### src/rtl/dcs_pkg.sv
// dcs_pkg: shared types and codes for the dshot direction change sequencer
// no dependencies; imported by every module of the block
`default_nettype none

package dcs_pkg;

  localparam int MOTORS_DEF = 4;

  // request types
  localparam logic [1:0] REQ_TICK   = 2'd0;
  localparam logic [1:0] REQ_START  = 2'd1;
  localparam logic [1:0] REQ_TOGGLE = 2'd2;

  // result status codes
  localparam logic [1:0] ST_OK        = 2'd0;
  localparam logic [1:0] ST_BAD_MOTOR = 2'd1;
  localparam logic [1:0] ST_BAD_DIR   = 2'd2;
  localparam logic [1:0] ST_BUSY      = 2'd3;

  // sequence phases
  localparam logic [2:0] PH_IDLE1 = 3'd0;
  localparam logic [2:0] PH_CMD   = 3'd1;
  localparam logic [2:0] PH_IDLE2 = 3'd2;
  localparam logic [2:0] PH_SAVE  = 3'd3;
  localparam logic [2:0] PH_STOP  = 3'd4;

  // configuration register indexes
  localparam logic [2:0] REG_IDLE_TICKS     = 3'd0;
  localparam logic [2:0] REG_CMD_GAP_TICKS  = 3'd1;
  localparam logic [2:0] REG_SAVE_GAP_TICKS = 3'd2;
  localparam logic [2:0] REG_REPEAT_COUNT   = 3'd3;
  localparam logic [2:0] REG_DIR_ONE_CODE   = 3'd4;
  localparam logic [2:0] REG_DIR_TWO_CODE   = 3'd5;
  localparam logic [2:0] REG_SAVE_CODE      = 3'd6;

  typedef struct packed {
    logic [1:0]  req_type;
    logic [3:0]  motor;
    logic [5:0]  direction;
    logic [31:0] now;
  } in_item_t;

  typedef struct packed {
    logic [1:0] status;
    logic       bus_idle;
    logic       write_valid;
    logic [5:0] write_value;
    logic       changing;
  } out_item_t;

  typedef struct packed {
    logic [15:0] idle_ticks;
    logic [15:0] cmd_gap_ticks;
    logic [15:0] save_gap_ticks;
    logic [3:0]  repeat_count;
    logic [5:0]  dir_one_code;
    logic [5:0]  dir_two_code;
    logic [5:0]  save_code;
  } cfg_t;

  // per-motor record; all-zero is the reset record
  typedef struct packed {
    logic [2:0]  phase;
    logic        busy;
    logic [3:0]  sent_count;
    logic [31:0] phase_start;
    logic [5:0]  target_code;
    logic [5:0]  dir_setting;
    logic        idle;
  } rec_t;

endpackage

`default_nettype wire

### src/rtl/dcs_rec_mem.sv
// dcs_rec_mem: per-motor record memory with registered read, valid bits and
// forwarding of the most recent write; depends on dcs_pkg
`default_nettype none

module dcs_rec_mem
  import dcs_pkg::*;
#(
  parameter int MOTORS = MOTORS_DEF,
  parameter int IDX_W  = 2
) (
  input  wire logic             clk,
  input  wire logic             rst,
  input  wire logic             rd_en,
  input  wire logic [IDX_W-1:0] rd_addr,
  input  wire logic             wr_en,
  input  wire logic [IDX_W-1:0] wr_addr,
  input  wire rec_t             wr_rec,
  output rec_t                  rd_rec
);

  rec_t             mem [MOTORS];
  logic [MOTORS-1:0] written;
  rec_t             rd_q;
  logic             rd_written;
  logic [IDX_W-1:0] rd_addr_q;
  rec_t             fwd_rec;
  logic [IDX_W-1:0] fwd_addr;
  logic             fwd_valid;

  always_ff @(posedge clk) begin
    if (wr_en) begin
      mem[wr_addr] <= wr_rec;
      fwd_rec      <= wr_rec;
      fwd_addr     <= wr_addr;
    end
    if (rd_en) begin
      rd_q      <= mem[rd_addr];
      rd_addr_q <= rd_addr;
    end
  end

  always_ff @(posedge clk) begin
    if (rst) begin
      written    <= '0;
      rd_written <= 1'b0;
      fwd_valid  <= 1'b0;
    end else begin
      if (wr_en) begin
        written[wr_addr] <= 1'b1;
        fwd_valid        <= 1'b1;
      end
      if (rd_en) begin
        rd_written <= written[rd_addr];
      end
    end
  end

  // latest write wins over the memory copy read in the same cycle
  always_comb begin
    if (fwd_valid && (fwd_addr == rd_addr_q)) begin
      rd_rec = fwd_rec;
    end else if (rd_written) begin
      rd_rec = rd_q;
    end else begin
      rd_rec = '0;
    end
  end

endmodule

`default_nettype wire

### src/rtl/dcs_step.sv
// dcs_step: request checks and phase advance for one motor record
// depends on dcs_pkg
`default_nettype none

module dcs_step
  import dcs_pkg::*;
#(
  parameter int MOTORS = MOTORS_DEF
) (
  input  wire in_item_t  item,
  input  wire cfg_t      cfg,
  input  wire rec_t      rec,
  output logic           we,
  output rec_t           rec_next,
  output out_item_t      result
);

  localparam logic [4:0] MOTOR_LIM = 5'(MOTORS);

  logic        motor_ok;
  logic [31:0] elapsed;
  logic [15:0] gap;
  logic [5:0]  tgt;
  logic        wv;
  logic [5:0]  code;
  logic [1:0]  status;

  assign motor_ok = ({1'b0, item.motor} < MOTOR_LIM);
  assign elapsed  = item.now - rec.phase_start;
  assign gap      = (rec.phase == PH_CMD) ? cfg.cmd_gap_ticks : cfg.save_gap_ticks;

  always_comb begin
    rec_next = rec;
    wv       = 1'b0;
    code     = '0;
    status   = ST_OK;
    tgt      = item.direction;
    if (item.req_type == REQ_TOGGLE) begin
      tgt = (rec.dir_setting == cfg.dir_one_code) ? cfg.dir_two_code : cfg.dir_one_code;
    end

    case (item.req_type)
      REQ_TICK: begin
        if (rec.busy) begin
          case (rec.phase)
            PH_IDLE1, PH_IDLE2: begin
              if (elapsed < {16'h0, cfg.idle_ticks}) begin
                rec_next.idle = 1'b1;
              end else begin
                rec_next.phase       = (rec.phase == PH_IDLE1) ? PH_CMD : PH_SAVE;
                rec_next.sent_count  = '0;
                rec_next.phase_start = item.now;
              end
            end
            PH_CMD, PH_SAVE: begin
              if (elapsed < {16'h0, gap}) begin
                rec_next.idle = 1'b1;
              end else if (rec.sent_count < cfg.repeat_count) begin
                rec_next.idle        = 1'b0;
                wv                   = 1'b1;
                code = (rec.phase == PH_CMD) ? rec.target_code : cfg.save_code;
                rec_next.sent_count  = rec.sent_count + 4'd1;
                rec_next.phase_start = item.now;
              end else begin
                rec_next.sent_count = '0;
                if (rec.phase == PH_CMD) begin
                  rec_next.phase       = PH_IDLE2;
                  rec_next.phase_start = item.now;
                  rec_next.idle        = 1'b1;
                end else begin
                  rec_next.phase = PH_STOP;
                end
              end
            end
            default: begin
              // final phase, and unreachable codes behave the same
              rec_next.busy  = 1'b0;
              rec_next.phase = PH_IDLE1;
              rec_next.idle  = 1'b0;
            end
          endcase
        end
      end
      REQ_START, REQ_TOGGLE: begin
        if ((tgt != cfg.dir_one_code) && (tgt != cfg.dir_two_code)) begin
          status = ST_BAD_DIR;
        end else if (rec.busy) begin
          status = ST_BUSY;
        end else begin
          rec_next.target_code = tgt;
          rec_next.dir_setting = tgt;
          rec_next.busy        = 1'b1;
          rec_next.sent_count  = '0;
          rec_next.phase       = PH_IDLE1;
          rec_next.phase_start = item.now;
        end
      end
      default: begin
        // unused request type: report flags only
      end
    endcase
  end

  assign we = motor_ok;

  always_comb begin
    if (motor_ok) begin
      result.status      = status;
      result.bus_idle    = rec_next.idle;
      result.write_valid = wv;
      result.write_value = wv ? code : 6'd0;
      result.changing    = rec_next.busy;
    end else begin
      result = '0;
      result.status = ST_BAD_MOTOR;
    end
  end

endmodule

`default_nettype wire

### src/rtl/dshot_direction_change_sequencer.sv
// dshot_direction_change_sequencer: top level with config registers, pipeline
// control and output register; depends on dcs_pkg, dcs_rec_mem, dcs_step
`default_nettype none

// Per-motor DShot spin-direction change sequencer. Start items (explicit or
// toggled direction) arm a motor; tick items carrying a time stamp walk that
// motor through first idle, direction commands, second idle, save commands
// and done. Every item gives exactly one result, in order. The block takes
// one item per clock cycle when the output side keeps up; the record memory
// read is registered when an item is accepted into stage 1, and the result
// lands in the output register and the record is written back when stage 1
// advances. Back-to-back items to the same motor see the fresh record through
// a forwarding path from the last write. Throughput is set by the single read
// and single write port of the record memory, one of each per cycle. Reset
// clears the record memory's valid bits at once, so no clearing pass is
// needed. Configuration registers may only be written while idle.
module dshot_direction_change_sequencer
  import dcs_pkg::*;
#(
  parameter int MOTORS = MOTORS_DEF
) (
  input  wire logic        clk,
  input  wire logic        rst,
  input  wire logic        in_valid,
  output logic             in_ready,
  input  wire in_item_t    in_data,
  output logic             out_valid,
  input  wire logic        out_ready,
  output out_item_t        out_data,
  input  wire logic        cfg_we,
  input  wire logic [2:0]  cfg_index,
  input  wire logic [15:0] cfg_data
);

  localparam int IDX_W = (MOTORS > 1) ? $clog2(MOTORS) : 1;

  cfg_t             cfg;
  logic             s1_valid;
  in_item_t         s1_item;
  logic             s1_adv;
  logic             in_acc;
  rec_t             rd_rec;
  rec_t             rec_next;
  logic             step_we;
  out_item_t        result;
  logic [IDX_W-1:0] rd_addr;

  // configuration registers
  always_ff @(posedge clk) begin
    if (rst) begin
      cfg.idle_ticks     <= 16'd10;
      cfg.cmd_gap_ticks  <= 16'd1;
      cfg.save_gap_ticks <= 16'd1;
      cfg.repeat_count   <= 4'd10;
      cfg.dir_one_code   <= 6'd7;
      cfg.dir_two_code   <= 6'd8;
      cfg.save_code      <= 6'd12;
    end else if (cfg_we) begin
      case (cfg_index)
        REG_IDLE_TICKS:     cfg.idle_ticks     <= cfg_data;
        REG_CMD_GAP_TICKS:  cfg.cmd_gap_ticks  <= cfg_data;
        REG_SAVE_GAP_TICKS: cfg.save_gap_ticks <= cfg_data;
        REG_REPEAT_COUNT:   cfg.repeat_count   <= cfg_data[3:0];
        REG_DIR_ONE_CODE:   cfg.dir_one_code   <= cfg_data[5:0];
        REG_DIR_TWO_CODE:   cfg.dir_two_code   <= cfg_data[5:0];
        REG_SAVE_CODE:      cfg.save_code      <= cfg_data[5:0];
        default: begin
          // writes beyond the register list are dropped
        end
      endcase
    end
  end

  // stage 1 moves into the output register whenever that register is free
  // or being emptied; the input side follows stage 1
  assign s1_adv   = s1_valid && (!out_valid || out_ready);
  assign in_ready = !s1_valid || s1_adv;
  assign in_acc   = in_valid && in_ready;

  // out-of-range motors read entry zero; their record is ignored anyway
  assign rd_addr = ({1'b0, in_data.motor} < 5'(MOTORS)) ?
                   in_data.motor[IDX_W-1:0] : '0;

  always_ff @(posedge clk) begin
    if (rst) begin
      s1_valid <= 1'b0;
    end else if (in_acc) begin
      s1_valid <= 1'b1;
    end else if (s1_adv) begin
      s1_valid <= 1'b0;
    end
  end

  always_ff @(posedge clk) begin
    if (in_acc) begin
      s1_item <= in_data;
    end
  end

  dcs_rec_mem #(
    .MOTORS (MOTORS),
    .IDX_W  (IDX_W)
  ) u_mem (
    .clk     (clk),
    .rst     (rst),
    .rd_en   (in_acc),
    .rd_addr (rd_addr),
    .wr_en   (s1_adv && step_we),
    .wr_addr (s1_item.motor[IDX_W-1:0]),
    .wr_rec  (rec_next),
    .rd_rec  (rd_rec)
  );

  dcs_step #(
    .MOTORS (MOTORS)
  ) u_step (
    .item     (s1_item),
    .cfg      (cfg),
    .rec      (rd_rec),
    .we       (step_we),
    .rec_next (rec_next),
    .result   (result)
  );

  // output register
  always_ff @(posedge clk) begin
    if (rst) begin
      out_valid <= 1'b0;
    end else if (s1_adv) begin
      out_valid <= 1'b1;
    end else if (out_ready) begin
      out_valid <= 1'b0;
    end
  end

  always_ff @(posedge clk) begin
    if (s1_adv) begin
      out_data <= result;
    end
  end

  // a command write only happens while the motor's change keeps running
  a_write_busy: assert property (@(posedge clk) disable iff (rst)
    (out_valid && out_data.write_valid) |-> (out_data.changing && out_data.status == ST_OK))
    else $error("command write without change in progress");

  // a bad motor result carries no flags and no write
  a_bad_motor_quiet: assert property (@(posedge clk) disable iff (rst)
    (out_valid && out_data.status == ST_BAD_MOTOR) |->
      (!out_data.bus_idle && !out_data.write_valid && !out_data.changing))
    else $error("bad motor result carries state");

  // input stalls only when a result is held back at the output
  a_stall_cause: assert property (@(posedge clk) disable iff (rst)
    !in_ready |-> (out_valid && !out_ready && s1_valid))
    else $error("input stalled without output backpressure");

  // no command code without a write
  a_value_zero: assert property (@(posedge clk) disable iff (rst)
    (out_valid && !out_data.write_valid) |-> (out_data.write_value == 6'd0))
    else $error("write value set without write");

endmodule

`default_nettype wire
### config.mk
export PLATFORM = sky130hd
export DESIGN_NAME = dshot_direction_change_sequencer
export DESIGN_NICKNAME = d
export VERILOG_FILES = /design/src/rtl/dcs_pkg.sv /design/src/rtl/dcs_rec_mem.sv /design/src/rtl/dcs_step.sv /design/src/rtl/dshot_direction_change_sequencer.sv
export SDC_FILE = /design/constraint.sdc
export NUM_CORES = 1
export LEC_CHECK = 0
export ABC_AREA = 1
export BUFFER_PORTS_ARGS = -buffer_cell sky130_fd_sc_hd__buf_2
export CAP_MARGIN = 10
export CORE_MARGIN = 2
export CORE_UTILIZATION = 50
export DETAILED_ROUTE_END_ITERATION = 8
export GPL_ROUTABILITY_DRIVEN = 0
export PLACE_DENSITY = 0.69
export SLEW_MARGIN = 20
export SYNTH_ARGS = -nofsm -noshare
export SYNTH_HDL_FRONTEND = slang
export SYNTH_SLANG_ARGS = --single-unit
### constraint.sdc
create_clock -name clk -period 9.1 [get_ports clk]
set_clock_uncertainty 0.1 [all_clocks]
set_input_delay 1.365 -clock clk [delete_from_list [all_inputs] [get_ports clk]]
set_output_delay 1.365 -clock clk [all_outputs]
set_load 0.05 [all_outputs]
# Word-level counts from Yosys, hierarchy flattened
# Memories as Yosys holds them, arrays and structs flattened. A register that Yosys moved wholly into a read port is not among the register bits.
# Cells that the tools add are included.
[word_totals]
ff_bits = 190
output_inout_bits = 13
elab_cells = 141
ram_bits = 212
mem_count = 1
input_bits = 68
[mem_list]
columns = ["name", "words", "word_bits", "read_ports", "rd_clocked_by_memory_dff", "wr", "line_no", "source"]
rows = [
  ["u_mem.mem", 4, 53, 1, 1, 1, "dcs_rec_mem.sv:21", "rec_t mem [MOTORS];"],
]
[op_classes]
n_reduce_logical = 28
magnitude_cmp = 8
n_mux = 49
add_sub_neg = 2
n_eq_ne = 15
n_bitwise = 7
[ops]
columns = ["operator", "n"]
rows = [
  ["36-bit 2-to-1 mux", 3],
  ["53-bit 2-to-1 mux", 2],
  ["52-bit 2-to-1 mux", 2],
  ["40-bit one-hot mux with 2 select lines", 1],
  ["36-bit one-hot mux with 2 select lines", 1],
  ["32-bit by 16-bit < comparator with 1-bit output", 2],
  ["40-bit 2-to-1 mux", 1],
  ["32-bit 2-to-1 mux", 1],
  ["32-bit subtractor", 1],
  ["1-bit 2-to-1 mux", 21],
  ["6-bit 2-to-1 mux", 3],
  ["16-bit 2-to-1 mux", 1],
  ["2-bit AND reduction", 8],
  ["3-bit by 2-bit equality test with 1-bit output, second input constant", 4],
  ["12-bit 2-to-1 mux", 1],
  ["3-bit 2-to-1 mux", 4],
  ["6-bit inequality test", 2],
  ["3-bit equality test, second input constant", 3],
  ["4-bit by 3-bit < comparator with 1-bit output, second input constant", 2],
  ["2-bit 2-to-1 mux", 4],
  ["7-bit OR reduction", 1],
  ["3-bit by 1-bit equality test with 1-bit output, second input constant", 2],
  ["6-bit equality test", 1],
  ["1-bit logical AND", 6],
  ["20 further kinds", 32],
]

# Depth between registers and ports, before layout
[depth]
word_depth = 12
mapped_depth = 38

# Hierarchy
# From an unflattened synthesis, not the netlist that was laid out.
[unflattened]
hier_cells = 3233
area_unflattened_um2 = 26035.0
[by_module_without_submodules]
columns = ["mod", "n_inst", "cells_each", "area_per_inst_um2"]
rows = [
  ["dcs_rec_mem", 1, 956, 12738.5],
  ["dcs_step", 1, 1802, 8710.9],
  ["dshot_direction_change_sequencer", 1, 475, 4585.6],
]

# Least setup slack after synthesis
# OpenSTA, ideal clock, no wires.
[synth_path]
path_kind = "input to register"
start = "in out_ready"
end = "mem u_mem.mem[1][0] in the netlist's numbering, enable pin"
setup_slack_ns = 0.387
cell_stages = 6
n_path_buf = 0
setup_time_ns = 0.531
t_arrival_ns = 8.081
cell_sequence = "inv_1 > nand2_1 > nand2_1 > nor2_1 > inv_1 > nor3_1"
[synth_via]
elab_chain_len = 5
[synth_rtl]
columns = ["element", "line_no", "source"]
rows = [
  ["start: declaration", "dshot_direction_change_sequencer.sv:28", "input wire logic out_ready,"],
  ["1-bit logical OR", "dshot_direction_change_sequencer.sv:76", "assign s1_adv = s1_valid && (!out_valid || out_ready);"],
  ["1-bit logical AND", "dshot_direction_change_sequencer.sv:76", ""],
  ["1-bit logical AND", "dshot_direction_change_sequencer.sv:108", ".wr_en (s1_adv && step_we),"],
  ["via u_mem.wr_en", "dcs_rec_mem.sv:15", "input wire logic wr_en,"],
  ["1-bit 2-to-1 mux", "dcs_rec_mem.sv:31", "if (wr_en) begin"],
  ["1-bit 2-to-1 mux (not written as such)", "dcs_rec_mem.sv:32", "mem[wr_addr] <= wr_rec;"],
  ["end: declaration", "dcs_rec_mem.sv:21", ""],
]
# The timed path passes the listed nets, and every way through them passes these cells.

==> metrics.md <==
| Metric | Value |
|---|---|
| Outcome | finished, final reports clean |
| Static Leak | 11.23 nW |
| Largest cells by area after synthesis | edfxtp_1, nand2_1, o21ai_0 |
| Post-Synthesis Cells | 2954 |
| PortBufs | 80 |
| Total power | between 5 and 6 mW |
| Ys Warns | 0 |
| Power density over the cells | 189.5 mW/mm^2 |
| Dpl cell area | 0.02565 mm^2 |
| Worst Tran Pin Value | 1.063 ns |
| VDD IR max | around 0.00014 V |
| Residual DRC count | 0 |
| CTS tree | done |
| WP data arrival | 7.01 ns |
| Yosys top cell area share | 0.4570 |
| Max_slew headroom | 0.2910 |
| Final Cell Area | 0.02738 mm^2 |
| Synth cell types | 46 |
| CTS max path bufs | 3 |
| CTS Hold Bufs | 0 |
| DRT Wirelength | 74.84 mm |
| Routed WL per cell | 20.43 um |
| DRT Pass-1 Iters | 7 |
| Largest net degree at the start of global routing | 83 |
| Antenna-violating nets left | 0 |
| Initial Util | 0.5061 |
| Die width | 226.6 um |
| Gr ovfl total | 0 |
| Fillers | 4307 |
| Max-cap viol count | 0 |
| Die area | 0.05134 mm^2 |
| RR Endpoint | u_mem.mem[0][26] |
| Hold Fails Final Rpt | 0 |
| Area leader, netlist | edfxtp_1 |
| Clk_lat worst skew | ~0.62 ns |
| Crit-path max FO | 49 |
| Final TNS setup | 0 ns |
| Top cells by count, synth | nand2_1, edfxtp_1, o21ai_0 |
| R2r setup slk | 2.34 ns |
| Initial antenna violation count | 1 |
| Final period util | 0.7428 |
| Final Slew Violations | 0 |
| # diodes | 0 |
| Reg2Reg Launch Point | u_mem.fwd_addr[1] |
| FF-to-FF path depth | 25 |
| Vias in the first global route | 20960 |
| First-pass GRT wire length | 114.9 mm |
| Total GRT Usage | 0.2908 |
| Num CTS Buffers | 49 |
| Via Count | 21880 |
| Nets | 3088 |
| Worst Hold End | u_mem.written[2] |
| Worst endpoint required time | 9.35 ns |
| Syn_nets | 3080 |
| Sequential area share after synthesis | 0.5200 |
| Unrepaired setup endpoints after global routing | no |
| Power share of the clock group | 0.408 |
| Min-delay src | u_mem.written[2] |
| Cell internal pwr | between 3 and 4 mW |
| CP max stage delay | 0.67 ns |
| Minimum clock period | 6.760 ns |
| H-tree levels | 2 |
| 1st-iter DRT viols | 2605 |
| Layout cells sized above 1 | 0.09067 |
| Util after Layout | 0.5594 |
| Rows | 81 |
| Min-Delay Path Class | flop to flop |
| DR vias/cell | 5.971 |
| Most frequent cell after synthesis | nand2_1 |
| TritonCTS Sinks | roughly 460 |
| Post-DP HPWL | 45.93 mm |
| Worst path most repeated cell | nand2_1 |
| Mean post-synth cell area | about 8.4 um^2 |
| Slowest stage cell, crit path | o21ai_1 |
| Switching Fraction | 0.2714 |
| Post-CTS repair timing setup buffer count | 0 |
| Post-CTS resize count | 0 |
| Worst setup EP type | flop |
| Syn Std Cell Area | 0.02477 mm^2 |
| Type of the worst setup path | flop to flop |
| P&R area growth vs syn | 10.54% |
| CP Launch Type | flop |
| I/O pins | a little over 80 |
| Sequential share of power | 0.456 |
| Yosys reg bits | approximately 460 |
| Clock root cell | clkbuf_16 |
| Core area | 0.04895 mm^2 |
| Switch Pwr | 1.408 mW |
| Maximum clock rate | 0.1479 GHz |
| Post-synth top flop | edfxtp_1 |
| Clock transition at path regs | 0.06 ns |
| Hold Slack | 0.3666 ns |
| Hold depth | 2 |
| Die Ht | 226.6 um |
| Combinational Power Share | 0.136 |
| EDFF count, synth | 377 |
| Async set-or-reset flop fraction in the synthesized netlist | 0 |
| # setup viols final | 0 |
==> layout make-up <==
type	instances	area (um^2)	share of cell area
multi-input cells	2042	10160	0.3709
clock inverters	28	392.9	0.01435
inverters	300	1129	0.04121
repair buffers	114	655.6	0.02394
clock buffers	61	1336	0.04880
flip-flops and latches	455	12880	0.4705
well taps	664	830.8	0.03034
==> kinds of logic after synthesis <==
family          count (synthesis)  share of synthesized area
compound gates                592                     0.1266
xor+xnor                       17                   0.006010
buf+inv                       457                    0.07308
fa+ha+maj                      58                    0.02929
mux                            15                   0.006061
simple gates                 1360                     0.2389
flops                         455                     0.5200
==> power groups by stage <==
stage               logic, mW  registers (mW)  clock network (mW)
floorplan               0.469            2.40                   0
CTS                     0.685            2.36                2.14
finish                  0.704            2.37                2.12
detailed placement      0.682            2.41                   0
global placement        0.662            2.41                   0
global route            0.772            2.37                2.22
==> worst max-delay path by stage <==
stage | from | cells after the start | slack [ns] | endpoint
floorplan | out_ready | 6 | 0.39 | u_mem.mem[1][0]
global placement | u_mem.fwd_addr[1] | 25 | 2.73 | u_mem.mem[1][41]
detailed placement | u_mem.fwd_addr[1] | 25 | 2.59 | u_mem.mem[2][27]
CTS | u_mem.fwd_addr[1] | 25 | 2.54 | u_mem.fwd_rec[27]
global route | u_mem.fwd_addr[1] | 28 | 1.97 | u_mem.fwd_rec[37]
finish | u_mem.fwd_addr[1] | 25 | 2.34 | u_mem.mem[0][26]
==> routing by layer <==
metal | share of wire | track usage | up-vias
li1 | - | - | 10140
met2 | 0.45 | 0.4639 | 1255
met5 | 0.00016 | 0 | -
met4 | 0.037 | 0.1186 | 2
met3 | 0.10 | 0.06401 | 218
met1 | 0.41 | 0.3853 | 10270
==> cells in the final DEF, fill, tap and decap left out, types with 8 or more instances in the layout <==
cell type,instances
nor2_4,8
nand3_2,12
o21ai_1,21
clkbuf_16,50
o22ai_1,54
buf_4,34
xor2_1,13
o211ai_1,10
nor3_1,14
a21oi_1,163
nor2_1,283
inv_1,277
nand2_2,13
a211oi_1,9
mux2i_1,15
buf_2,80
o21ai_0,318
clkinv_1,9
inv_2,17
ha_1,57
nand3_1,294
nand2_1,627
edfxtp_1,377
nand4_1,76
nor2_2,8
dfxtp_1,77
==> worst max-delay path: cells and delay by family, from the launching register on <==
| family | cells | cell delay (ns) |
|---|---|---|
| adders and majority gates | 2 | 0.73 |
| and+or+nand+nor | 11 | 2.05 |
| DFF | 1 | 0.39 |
| xor gates and xnor gates | 1 | 0.35 |
| AOI/OAI and AO/OA | 6 | 1.73 |
| buffers and inverters | 5 | 1.09 |
==> sequential cells by signal (all words and copies together) (netlist names) <==
register and flops:
u_mem.mem 212, cfg 70, u_mem.fwd_rec 53, u_mem.rd_q 53, s1_item 44, out_data 11, u_mem.written 4, u_mem.fwd_addr 2
u_mem.rd_addr_q 2, out_valid 1, s1_valid 1, u_mem.fwd_valid 1, u_mem.rd_written 1
==> per-stage QoR <==
stage                     setup slack, ns  instances
after CTS                           2.537       3664
after global placement              2.732       3575
after floorplan                    0.3871       2954
after global routing                1.970       3664
final                               2.340       3664
after detailed placement            2.591       3575
(Power assumes the default switching activity.)
